### src/rtl/sacf_pkg.sv
// ----------------------------------------------------------------------------
// sacf_pkg
// Shared constants, configuration type and helpers for the set-associative
// cache lookup with FIFO replacement.
// ----------------------------------------------------------------------------
package sacf_pkg;

    // Parameter defaults
    localparam int unsigned SETS_DEF      = 64;
    localparam int unsigned WAYS_DEF      = 8;
    localparam int unsigned ADDR_BITS_DEF = 32;

    // Fixed field widths
    localparam int unsigned ADDR_W    = 32;
    localparam int unsigned SET_OUT_W = 6;
    localparam int unsigned WAY_OUT_W = 3;
    localparam int unsigned LINE_W    = 4;
    localparam int unsigned SLOG_W    = 3;
    localparam int unsigned WCFG_W    = 4;

    // Largest set count exponent honored
    localparam logic [SLOG_W-1:0] SLOG_MAX = 3'd6;

    // Configuration port
    localparam int unsigned PADDR_W = 4;
    localparam int unsigned PDATA_W = 32;
    localparam logic [1:0] REG_LINE = 2'd0;
    localparam logic [1:0] REG_SETS = 2'd1;
    localparam logic [1:0] REG_WAYS = 2'd2;

    localparam logic [LINE_W-1:0] LINE_RST = 4'd4;
    localparam logic [SLOG_W-1:0] SLOG_RST = 3'd0;
    localparam logic [WCFG_W-1:0] WAYS_RST = 4'd1;

    // Request queue between front and back
    localparam int unsigned Q_DEPTH = 2;

    typedef struct packed {
        logic [LINE_W-1:0] line_log2;
        logic [SLOG_W-1:0] sets_log2;
        logic [WCFG_W-1:0] ways;
    } t_cfg;

    // Reduce a set number below 64 modulo the set count:
    // binary long reduction, one conditional subtract per bit.
    function automatic logic [SET_OUT_W-1:0] set_mod(
        input logic [SET_OUT_W-1:0] v,
        input int unsigned          sets
    );
        logic [SET_OUT_W-1:0] r;
        r = v;
        for (int k = SET_OUT_W - 1; k >= 0; k--) begin
            if ((32'(r)) >= (sets << k)) begin
                r = r - SET_OUT_W'(sets << k);
            end
        end
        return r;
    endfunction

endpackage

### src/rtl/sacf_front.sv
// ----------------------------------------------------------------------------
// sacf_front
// Accepts address requests, derives block number and set, and pushes
// them into the request queue.
// ----------------------------------------------------------------------------
module sacf_front #(
    parameter int unsigned SETS      = sacf_pkg::SETS_DEF,
    parameter int unsigned ADDR_BITS = sacf_pkg::ADDR_BITS_DEF,
    localparam int unsigned BLK_W    = (ADDR_BITS < 32) ? ADDR_BITS : 32,
    localparam int unsigned SIDX_W   = (SETS > 1) ? $clog2(SETS) : 1
) (
    input  logic                        i_valid,
    input  logic [sacf_pkg::ADDR_W-1:0] i_address,
    input  sacf_pkg::t_cfg              i_cfg,
    input  logic                        i_clearing,
    input  logic                        i_q_full,
    output logic                        o_stall,
    output logic                        o_push,
    output logic [BLK_W-1:0]            o_block,
    output logic [SIDX_W-1:0]           o_set
);

    logic [BLK_W-1:0]                   addr_w;
    logic [sacf_pkg::SLOG_W-1:0]        slog;
    logic [sacf_pkg::SET_OUT_W-1:0]     smask;
    logic [sacf_pkg::SET_OUT_W-1:0]     set_raw;
    logic [sacf_pkg::SET_OUT_W-1:0]     set6;

    // Handshake: hold off during the clearing pass or with a full queue
    assign o_stall = i_clearing | i_q_full;
    assign o_push  = i_valid & ~o_stall;

    // Block number from the used address bits
    assign addr_w  = i_address[BLK_W-1:0];
    assign o_block = addr_w >> i_cfg.line_log2;

    // Set number: mask by sets in use, then fold into the physical sets
    assign slog    = (i_cfg.sets_log2 > sacf_pkg::SLOG_MAX) ? sacf_pkg::SLOG_MAX
                                                            : i_cfg.sets_log2;
    assign smask   = sacf_pkg::SET_OUT_W'((7'd1 << slog) - 7'd1);
    assign set_raw = o_block[sacf_pkg::SET_OUT_W-1:0] & smask;
    assign set6    = sacf_pkg::set_mod(set_raw, SETS);
    assign o_set   = SIDX_W'(set6);

endmodule

### config.mk
export PLATFORM = sky130hd
export DESIGN_NAME = sacf_front
export DESIGN_NICKNAME = d
export VERILOG_FILES = /design/src/rtl/sacf_pkg.sv /design/src/rtl/sacf_front.sv
export SDC_FILE = /design/constraint.sdc
export NUM_CORES = 1
export LEC_CHECK = 0
export BUFFER_PORTS_ARGS = -buffer_cell sky130_fd_sc_hd__clkbuf_2
export CORE_MARGIN = 2
export CORE_UTILIZATION = 50
export DETAILED_ROUTE_END_ITERATION = 8
export MAX_ROUTING_LAYER = met4
export PLACE_DENSITY = 0.95
export SYNTH_ARGS = -nofsm -noshare
export SYNTH_HDL_FRONTEND = slang
export SYNTH_SLANG_ARGS = --single-unit
### constraint.sdc
create_clock -name vclk -period 2.2
set_input_delay 0.33 -clock vclk [all_inputs]
set_output_delay 0.33 -clock vclk [all_outputs]
set_load 0.05 [all_outputs]
======== Word level (Yosys, flattened, before mapping) ========
Index checks and enable logic that the tools add are counted.
operators by class
  add/sub/neg operators ................... 1
  $lt $le $gt $ge ......................... 1
  shift operators ......................... 2
  muxes and demuxes ....................... 1
  bitwise operators ....................... 4
operators by type and width
  operator             count
  $shr 32x4->32        1
  $and 6x6->6          1
  $shl 1x3->6 const A  1
  $sub 6x1->6 const B  1
  $gt 3x3->1 const B   1
  $mux 3               1
  $and 1x1->1          1
  $not 1->1            1
  $or 1x1->1           1
word-level totals
  bits in registers ....................... 0
  output and inout bits ................... 40
  word-level logic and storage cells ...... 9

======== Depth between registers and ports, before layout ========
  depth in word-level cells ............... 5
  mapped depth ............................ 8
  depth with buffers taken out ............ 4

======== Worst setup path before layout ========
No wires, ideal clock.
  kind .................................... in2out
  start point ............................. input port i_cfg[8] (netlist bit)
  end point ............................... output port o_set[3]
  data arrival time ....................... 2.456 ns
  data required time ...................... 1.870 ns
  path slack .............................. -0.586 ns
  stages .................................. 8
  buffers on the path ..................... 4
  cells stage by stage .................... buf_6 -> buf_12 -> buf_6 -> buf_6 -> nand2_1 -> a2bb2oi_1 -> o2111ai_1 -> and2_1
between the ends
  word-level cells in the longest chain between the ends .. 2
RTL lines
  element               RTL line          RTL
  start: declaration    sacf_front.sv:14  input sacf_pkg::t_cfg i_cfg,
  $shr 32x4->32         sacf_front.sv:35  assign o_block = addr_w >> i_cfg.line_log2;
  named net o_block[3]  sacf_front.sv:19  output logic [BLK_W-1:0] o_block,
  $and 6x6->6           sacf_front.sv:41  assign set_raw = o_block[sacf_pkg::SET_OUT_W-1:0] & smask;
  end: declaration      sacf_front.sv:20  output logic [SIDX_W-1:0] o_set
The timed path passes the listed nets, and every way through them passes these cells.

======== Worst setup path after layout ========
  start point ............................. input port i_cfg[9] (netlist bit)
  end point ............................... output port o_block[18]
between the ends
  word-level cells in the longest chain between the ends .. 1
RTL lines
  element           RTL line
  $shr 32x4->32     sacf_front.sv:35
  end: declaration  sacf_front.sv:19
Every way passes these cells.

==> summary.txt <==
Run status
  – Status: complete, but fails checks
  – Failing checks: setup timing

Power and ir drop
  – PD cells: 391 nW/um2
  – Pleak: 1.45 nW
  – Largest vdd supply drop: 0.198 mV

STA
  – Least-Margin Pin Slew: 490 ps
  – Max Fclk: 428 MHz
  – Final setup margin: -139 ps
  – Setup tns final: -1080 ps
  – Max_slew headroom: 67.1%
  – Worst hold slack: 1040 ps
  – Fin crit share: 106%
  – Tmin final: 2340 ps
  – Final Hold Viols: 0
  – Slew Limit Fails: 0
  – Final setup violation count: 22
  – RSZ-0062 raised after global routing: true

Logic synthesis
  – Syn_nets: 233
  – Simple-gate share of the synthesized area: 11.6%
  – Synth Warn #: 0
  – Post-synthesis sequential area ratio: 0%
  – XOR/XNOR share of the synthesized area: 0%
  – Post-synthesis compound-gate area fraction: 12.5%
  – Post-Synth Adder-Cell Area: 0%
  – Syn Inst Count: 187
  – Syn Std Cell Area: 1860 um2
  – Largest family of logic cells by synthesized area: multiplexers
  – Mux cell area share after synthesis: 67.7%
  – Syn Area/Cell: 9.96 um2
  – Synth cell types: 32

Setup path
  – Worst-path cell chain: clkbuf_4, buf_8, clkinvlp_4, nor3_1, a21oi_1, buf_4, mux2i_4, clkbuf_2
  – CP Max Fanout: 12
  – Critical Path RT: 1870 ps
  – Slowest stage delay, CP: 320 ps
  – Worst Path Arrival: 2010 ps
  – Setup CP Type: primary input to output pin
  – CP max-delay cell: clkbuf_2
  – CP startpoint kind: primary input
  – Nature of the critical path endpoint: output pin
  – Buf/Inv on CP: 5
  – CP top delay family: buffers and inverters

Final layout
  – Post-route insts no fill: 357
  – Clock buffer count: 0
  – Synthesis-to-finish area growth: 78.1%
  – Number of sequential cells: 0
  – Fillers: 136
  – Number of nets in the layout: 357
  – Share of layout cells above drive strength 1: 77.0%
  – Register Area: 0 um2
  – Antenna diodes: 0
  – Layout Utilization: 91.3%

Hold path
  – Hold/Removal Path Class: primary input to output pin

Run
  – Max Cap Viol: 0

Die
  – Core area: 3630 um2
  – I/O pins: 86
  – Die H: 65.0 um
  – Initial Util: 51.2%
  – Full die area: 4230 um2
  – Std cell rows: 22
  – Die width: 65.0 um

Drt
  – Via Count: 2,690
  – Total wire length: 10.3 mm
  – Post-route ant nets: 0
  – Post-route DRC: 0
  – Number of DRC markers in iteration 0: 438
  – TritonRoute pass-1 iters: 5
  – DR vias/cell: 7.54
  – Wire length per cell: 28.9 um

Global routing
  – Total track usage: 41.4%
  – Grt ovf: 0
  – Met3 Use GR: 6.77%
  – Initial antenna violation count: 0
  – Vias in the first global route: 2,429
  – First-pass GRT wire length: 12.8 mm
  – Met2 Use GR: 67.7%
  – Global routing usage on met1: 48.5%
  – Largest net degree at the start of global routing: 35
  – Layer with the highest usage: met2

Placed design
  – Count of input and output buffers: 82
  – Detailed-placement wirelength estimate: 5.94 mm
  – Pre-CTS setup slack: -231 ps
  – RD Place Congestion: 0.938
  – Post-Place Cells: 352

Clock network
  – Cts hold-fix bufs: 0
[through the flow]
| step | cell area (um2) | power, mW |
|---|---|---|
| final | 3320 | 1.30 |
| after detailed placement | 2900 | 1.06 |
| after global placement | 2900 | 1.02 |
| after CTS | 3170 | 1.16 |
| after global routing | 3320 | 1.32 |
| after floorplan | 2080 | 0.731 |
[cells in the mapped netlist (5+ instances only)]
library cell	instances	area share, %
and2_1	5	1.7
mux4_2	29	35
mux2i_1	33	18
nand2_1	8	1.6
a211oi_1	8	3.2
nor3_1	6	1.6
a21oi_1	13	3.5
nor2_1	13	2.6
mux4_1	5	7.1
clkbuf_1	8	1.6
mux2_2	13	7.9
buf_2	9	2.4
[area by class of cell]
type	count	area (um2)	share of cell area (%)
Multi-Input combinational cell	161	2030	61.1
Tap cell	48	60.1	1.81
Timing Repair Buffer	145	1210	36.6
Inverter	3	15.0	0.453
[where the power goes]
group	leakage (nW)	internal (mW)	switching, mW
Sequential	0	0	0
Combinational	1.45	0.543	0.754
Clock	0	0	0
[layout by cell type, fill, tap and decap left out, types with 4 or more instances in the layout]
cell      Yosys  final
mux2i_2       0      5
buf_6         3      8
clkbuf_4      0      4
mux2_2       13      8
clkbuf_2      0     45
nand2_1       8      8
nor3_1        6      4
buf_8         0      6
buf_4         1     63
nor2_1       13      6
clkbuf_8      0     11
mux2i_1      33     25
a21oi_1      13      7
mux2_4        0      5
nor2_2        0      4
a211oi_2      0      4
and2_1        5      4
mux4_2       29     33
buf_12        1      5
[repair_timing]
item,CTS,global route
pin swaps,1,3
endpoints found under the setup margin,32,31
buffers inserted,1,4
gates resized for setup,71,52
[routing by layer]
layer  up-vias  share of wire, %
met5         -                 0
met4         0               9.5
met3       128                12
met2       318                47
met1      1236                32
li1       1008                 -
[final timing paths]
check	start	to	slack (ps)	cells after the start
worst min-delay path	i_valid	o_push	1040	4
worst max-delay path	i_cfg[9]	o_block[18]	-140	8
[cell families (layout without fill, tap and decap cells)]
| kind of cell | Yosys count | in the layout |
|---|---|---|
| multiplexers | 80 | 80 |
| AND/OR/NAND/NOR | 44 | 44 |
| AO/OA/AOI/OAI | 37 | 37 |
| buffers and inverters | 26 | 148 |
(Power assumes the default switching activity.)
