[src/rtl/sacf_pkg.sv]
// ----------------------------------------------------------------------------
// sacf_pkg
// Shared constants, configuration type and helpers for the set-associative
// cache lookup with FIFO replacement.
// ----------------------------------------------------------------------------
package sacf_pkg;

    // Parameter defaults
    localparam int unsigned SETS_DEF      = 64;
    localparam int unsigned WAYS_DEF      = 8;
    localparam int unsigned ADDR_BITS_DEF = 32;

    // Fixed field widths
    localparam int unsigned ADDR_W    = 32;
    localparam int unsigned SET_OUT_W = 6;
    localparam int unsigned WAY_OUT_W = 3;
    localparam int unsigned LINE_W    = 4;
    localparam int unsigned SLOG_W    = 3;
    localparam int unsigned WCFG_W    = 4;

    // Largest set count exponent honored
    localparam logic [SLOG_W-1:0] SLOG_MAX = 3'd6;

    // Configuration port
    localparam int unsigned PADDR_W = 4;
    localparam int unsigned PDATA_W = 32;
    localparam logic [1:0] REG_LINE = 2'd0;
    localparam logic [1:0] REG_SETS = 2'd1;
    localparam logic [1:0] REG_WAYS = 2'd2;

    localparam logic [LINE_W-1:0] LINE_RST = 4'd4;
    localparam logic [SLOG_W-1:0] SLOG_RST = 3'd0;
    localparam logic [WCFG_W-1:0] WAYS_RST = 4'd1;

    // Request queue between front and back
    localparam int unsigned Q_DEPTH = 2;

    typedef struct packed {
        logic [LINE_W-1:0] line_log2;
        logic [SLOG_W-1:0] sets_log2;
        logic [WCFG_W-1:0] ways;
    } t_cfg;

    // Reduce a set number below 64 modulo the set count:
    // binary long reduction, one conditional subtract per bit.
    function automatic logic [SET_OUT_W-1:0] set_mod(
        input logic [SET_OUT_W-1:0] v,
        input int unsigned          sets
    );
        logic [SET_OUT_W-1:0] r;
        r = v;
        for (int k = SET_OUT_W - 1; k >= 0; k--) begin
            if ((32'(r)) >= (sets << k)) begin
                r = r - SET_OUT_W'(sets << k);
            end
        end
        return r;
    endfunction

endpackage

[src/rtl/sacf_queue.sv]
// ----------------------------------------------------------------------------
// sacf_queue
// Short request queue decoupling the classifying front from the lookup back.
// ----------------------------------------------------------------------------
module sacf_queue #(
    parameter int unsigned WIDTH = 8
) (
    input  logic             i_clk,
    input  logic             i_rst_n,
    input  logic             i_push,
    input  logic [WIDTH-1:0] i_data,
    input  logic             i_pop,
    output logic             o_full,
    output logic             o_valid,
    output logic [WIDTH-1:0] o_data
);

    localparam int unsigned QP_W = (sacf_pkg::Q_DEPTH > 1) ? $clog2(sacf_pkg::Q_DEPTH) : 1;
    localparam int unsigned QC_W = $clog2(sacf_pkg::Q_DEPTH + 1);

    logic [WIDTH-1:0] r_mem [sacf_pkg::Q_DEPTH];
    logic [QP_W-1:0]  r_wp, n_wp;
    logic [QP_W-1:0]  r_rp, n_rp;
    logic [QC_W-1:0]  r_count, n_count;
    logic             do_push, do_pop;

    assign o_full  = (r_count == QC_W'(sacf_pkg::Q_DEPTH));
    assign o_valid = (r_count != '0);
    assign o_data  = r_mem[r_rp];

    assign do_push = i_push & ~o_full;
    assign do_pop  = i_pop & o_valid;

    // Pointer and fill tracking
    always_comb begin
        n_wp    = r_wp;
        n_rp    = r_rp;
        n_count = r_count;
        if (do_push) begin
            n_wp = (32'(r_wp) == sacf_pkg::Q_DEPTH - 1) ? '0 : r_wp + 1'b1;
        end
        if (do_pop) begin
            n_rp = (32'(r_rp) == sacf_pkg::Q_DEPTH - 1) ? '0 : r_rp + 1'b1;
        end
        if (do_push && !do_pop) begin
            n_count = r_count + 1'b1;
        end else if (do_pop && !do_push) begin
            n_count = r_count - 1'b1;
        end
    end

    always_ff @(posedge i_clk) begin
        if (!i_rst_n) begin
            r_wp    <= '0;
            r_rp    <= '0;
            r_count <= '0;
        end else begin
            r_wp    <= n_wp;
            r_rp    <= n_rp;
            r_count <= n_count;
        end
    end

    // Entry storage
    always_ff @(posedge i_clk) begin
        if (do_push) begin
            r_mem[r_wp] <= i_data;
        end
    end

endmodule

[config.mk]
export PLATFORM = sky130hd
export DESIGN_NAME = sacf_queue
export DESIGN_NICKNAME = d
export VERILOG_FILES = /design/src/rtl/sacf_pkg.sv /design/src/rtl/sacf_queue.sv
export SDC_FILE = /design/constraint.sdc
export NUM_CORES = 1
export LEC_CHECK = 0
export BUFFER_PORTS_ARGS = -buffer_cell sky130_fd_sc_hd__buf_2
export CAP_MARGIN = 20
export CORE_MARGIN = 3
export CORE_UTILIZATION = 52
export CTS_CLUSTER_SIZE = 24
export DETAILED_ROUTE_END_ITERATION = 8
export HOLD_SLACK_MARGIN = 0.08
export PLACE_DENSITY = 0.83
export SYNTH_ARGS = -nofsm -noshare
export SYNTH_HDL_FRONTEND = slang
export SYNTH_SLANG_ARGS = --single-unit
[constraint.sdc]
create_clock -name i_clk -period 3.8 [get_ports i_clk]
set_input_delay 0.95 -clock i_clk [delete_from_list [all_inputs] [get_ports i_clk]]
set_output_delay 0.95 -clock i_clk [all_outputs]
set_load 0.01 [all_outputs]
After elaboration in Yosys (flattened, before gate mapping)
Memory sizes are Yosys's and may differ from the RTL's. A register that Yosys moved wholly into a read port is not among the register bits.
Index checks and enable logic that the tools add are counted.
{ "classes": {"addsub": 4, "multipliers": 0, "n_div": 0, "order_cmp": 0, "n_eq_ne": 1, "shift": 0, "n_mux": 8, "bitwise": 3, "reduce_logical": 6} }
{ "op_table": {"columns": ["op", "count"], "rows": [
  ["1-bit 2-to-1 mux", 6],
  ["2-bit 2-to-1 mux", 2],
  ["2-bit nonzero test", 2],
  ["1-bit adder, second input constant", 2],
  ["2-bit by 1-bit adder with 2-bit output, second input constant", 1],
  ["1-bit bitwise AND", 2],
  ["2-bit equality test, second input constant", 1],
  ["1-bit logical AND", 2],
  ["1-bit logical NOT", 2],
  ["2-bit by 1-bit subtractor with 2-bit output, second input constant", 1],
  ["1-bit NOT", 1]
]} }
{ "word_totals": {"regBits": 4, "latch_bits": 0, "ramBits": 16, "romBits": 0, "inputBits": 12, "out_inout_bits": 10, "n_memories": 1} }
{ "memory_table": {"columns": ["memory", "words", "word_bits", "read_ports", "rd_ports_with_merged_regs", "wr", "line_no", "rtl"], "rows": [
  ["r_mem", 2, 8, 1, 1, 1, "sacf_queue.sv:21", "logic [WIDTH-1:0] r_mem [sacf_pkg::Q_DEPTH];"]
]} }

Longest topological paths before layout
{ "depth": {"ltp_word": 7, "mapped_depth": 7} }

Worst setup path after synthesis
No wires, ideal clock.
{ "synth_path": {"kind": "in2reg", "start": "input port i_pop", "end": "register r_count[1]", "setup_ns": 0.070, "arrival_time_ns": 1.879, "path_slack_ns": 1.852, "stages": 4, "path_buffers": 0, "path_cell_list": "o21ai_0 -> ha_1 -> or3_1 -> a21oi_1"} }
{ "synth_via": {"elab_chain_cells": 4} }
{ "synth_rtl": {"columns": ["element", "line_no", "rtl"], "rows": [
  ["start: declaration", "sacf_queue.sv:12", "input logic i_pop,"],
  ["1-bit bitwise AND *", "sacf_queue.sv:32", "assign do_pop = i_pop & o_valid;"],
  ["1-bit logical NOT", "sacf_queue.sv:45", "if (do_push && !do_pop) begin"],
  ["1-bit logical AND", "sacf_queue.sv:45", null],
  ["2-bit 2-to-1 mux or 2-bit nonzero test (tied branches)", null, null],
  ["end signal: assignment", "sacf_queue.sv:60", "r_count <= n_count;"],
  ["end: declaration", "sacf_queue.sv:24", "logic [QC_W-1:0] r_count, n_count;"]
]} }
Every way passes the cells marked *; elsewhere a longest branch is shown, timed or not.
A chain may end at the register's enable or synchronous reset.

==> run metrics <==
outcome=finished, final reports clean; Non-Filler Instances=90; mapped cell area=806 sq um; gr usage total=14.2%; CTS Hold Bufs=0; Initial DRC Count=6; H-tree levels=1; Synth Instances=51; setup bufs post-CTS=0; first drt pass iteration count=3; Fin Hold WS=0.521 ns; worst path arrival time=1.36 ns; Tmin final=2.31 ns; Starting Density=58.3%; Max Transition Viols Final=0; Vias/cell=5.38; first-pass GRT wire length=1900 um; post-synth top area cell=edfxtp_1; share of the synthesized area in the top cell type=59.6%; RSZ-0062 raised after global routing=no; CTS tree=done; FMAX=432 MHz; critical-path maximum fanout=8; nets=89; min-delay worst type=reg -> reg; sequential area share after synthesis=72.0%; Pwr Density=648 nW/um^2; syn nets=64; via count=484; Area after DPL=925 sq um; Ports=22; PostCTS Resize Cnt=0; ys flop type=edfxtp_1; clk_lat worst skew=0.30 ns; Detailed Place HPWL=977 um; initial antenna violation count=0; Post-Route Skew=0.00665 ns; global route overflow=0; share of cells above drive strength 1=46.7%; Area Growth Syn to Fin=18.2%; final period utilization=60.9%; FP Rows=13; Req. time, crit path=2.85 ns; Critical Path Sink Type=primary output; final instance area=952 sq um; vias in the first global route=458; CTS Buf Count=3; die area=2060 sq um; Final Hold Viols=0; Rel. slew slack=51.5%; number of diodes=0; Synth Register Bits=21; clk slew on worst S/H paths=0.11 ns; die width=45.4 um; WL/cell=14.1 um; max-cap violations=0; Worst Tran Pin Value=0.724 ns; total number of yosys warnings=0; IO buf count=21; setup tns final=0 ns; Die Height=45.4 um; startpoint types=register; fraction of registers with async set/reset=0%; largest net degree at the start of global routing=13; Reg area=581 sq um; static leakage=0.000395 uW; Core Area=1380 sq um; Setup-failing EPs final=0; Syn Area/Cell=15.8 sq um; Post-synth EDFFs=16; Yosys cell types=17; number of cells after detailed placement=86; Peak VDD IR=342 uV; clk sinks=21; routability cong.=0.719; Clock Tree Buf Depth=2; Multi-input gate area=209 sq um; final wirelength=1270 um; Layout fillers=110; root buf cell=clkbuf_4; DRC viols=0; kind of critical path=reg -> out; Synth area leaders=edfxtp_1, dfxtp_1, mux2_2, xor2_1, nor2_1; Antenna Nets Post-Route=0
cell usage after synthesis (2+ instances only):
library cell   n
xor2_1         3
edfxtp_1      16
inv_1          3
mux2_2         8
dfxtp_1        5
o21ai_0        2
nor2_1         4
power by group:
group | leakage, uW | internal (uW) | switching, uW | total, uW
Sequential | 0.000191 | 293 | 29.5 | 323
Combinational | 0.000187 | 93.4 | 96.5 | 190
Clock | 0.0000177 | 39.1 | 65.3 | 104
per-layer routing:
metal	vias up	global-route usage, %	routed length, um
li1	232	-	-
met1	234	12.3	497
met2	14	28.2	675
met3	4	2.79	70
met4	0	8.77	27
met5	-	0	0
through the flow:
stage	total power (uW)	util, %	worst slack (ns)
2_1_floorplan	453	-	1.85
3_3_place_gp	507	66.9	1.73
3_5_place_dp	521	66.9	1.66
4_1_cts	624	68.9	1.47
5_1_grt	648	68.9	1.42
6_report	617	68.9	1.49
state kept, by name, indices dropped and copies added (netlist names), named ones only:
signal	count
r_count	2
r_wp	1
r_rp	1
r_mem	16
critical path, cell delays in order (launching register included):
cell,delay [ns]
dfxtp_1,0.54
mux2_2,0.38
buf_2,0.14
cell usage in the layout (no fill, tap or decap):
cell type | synthesis | routed
xor2_1 | 3 | 3
mux2_2 | 8 | 8
dfxtp_1 | 5 | 5
inv_1 | 3 | 3
clkinv_2 | 0 | 1
ha_1 | 1 | 1
or2_2 | 1 | 1
nand2b_1 | 1 | 1
edfxtp_1 | 16 | 16
and3_1 | 1 | 1
nor2_1 | 4 | 4
or3_1 | 1 | 1
a21oi_1 | 1 | 1
nor3_2 | 1 | 1
o21a_1 | 1 | 1
clkbuf_4 | 0 | 3
o21ai_0 | 2 | 2
buf_2 | 1 | 21
a21boi_0 | 1 | 1
cell families after synthesis:
family | count (synthesis) | synth area share [%]
compound gates | 5 | 3.73
xor+xnor | 3 | 3.26
fa+ha+maj | 1 | 1.55
buf+inv | 4 | 2.02
flops | 21 | 72.1
mux | 8 | 11.2
simple gates | 9 | 6.21
worst paths after layout:
kind              depth (start not counted)  slack [ns]          to  startpoint
setup / recovery                          2        1.49   o_data[5]    register
setup reg to reg                          6        2.18  r_count[1]  r_count[0]
hold / removal                            2        0.52  r_count[1]  r_count[1]
hold reg to reg                           2        0.52  r_count[1]  r_count[1]
layout make-up:
type                       instances  area share [%]
sequential                        21            61.0
multi-input combinational         26            21.9
timing repair buffer              21            11.0
clock buffer                       3            2.37
tap                               15            1.97
inverter                           3            1.18
clock inverter                     1           0.526
(Power assumes the default switching activity.)
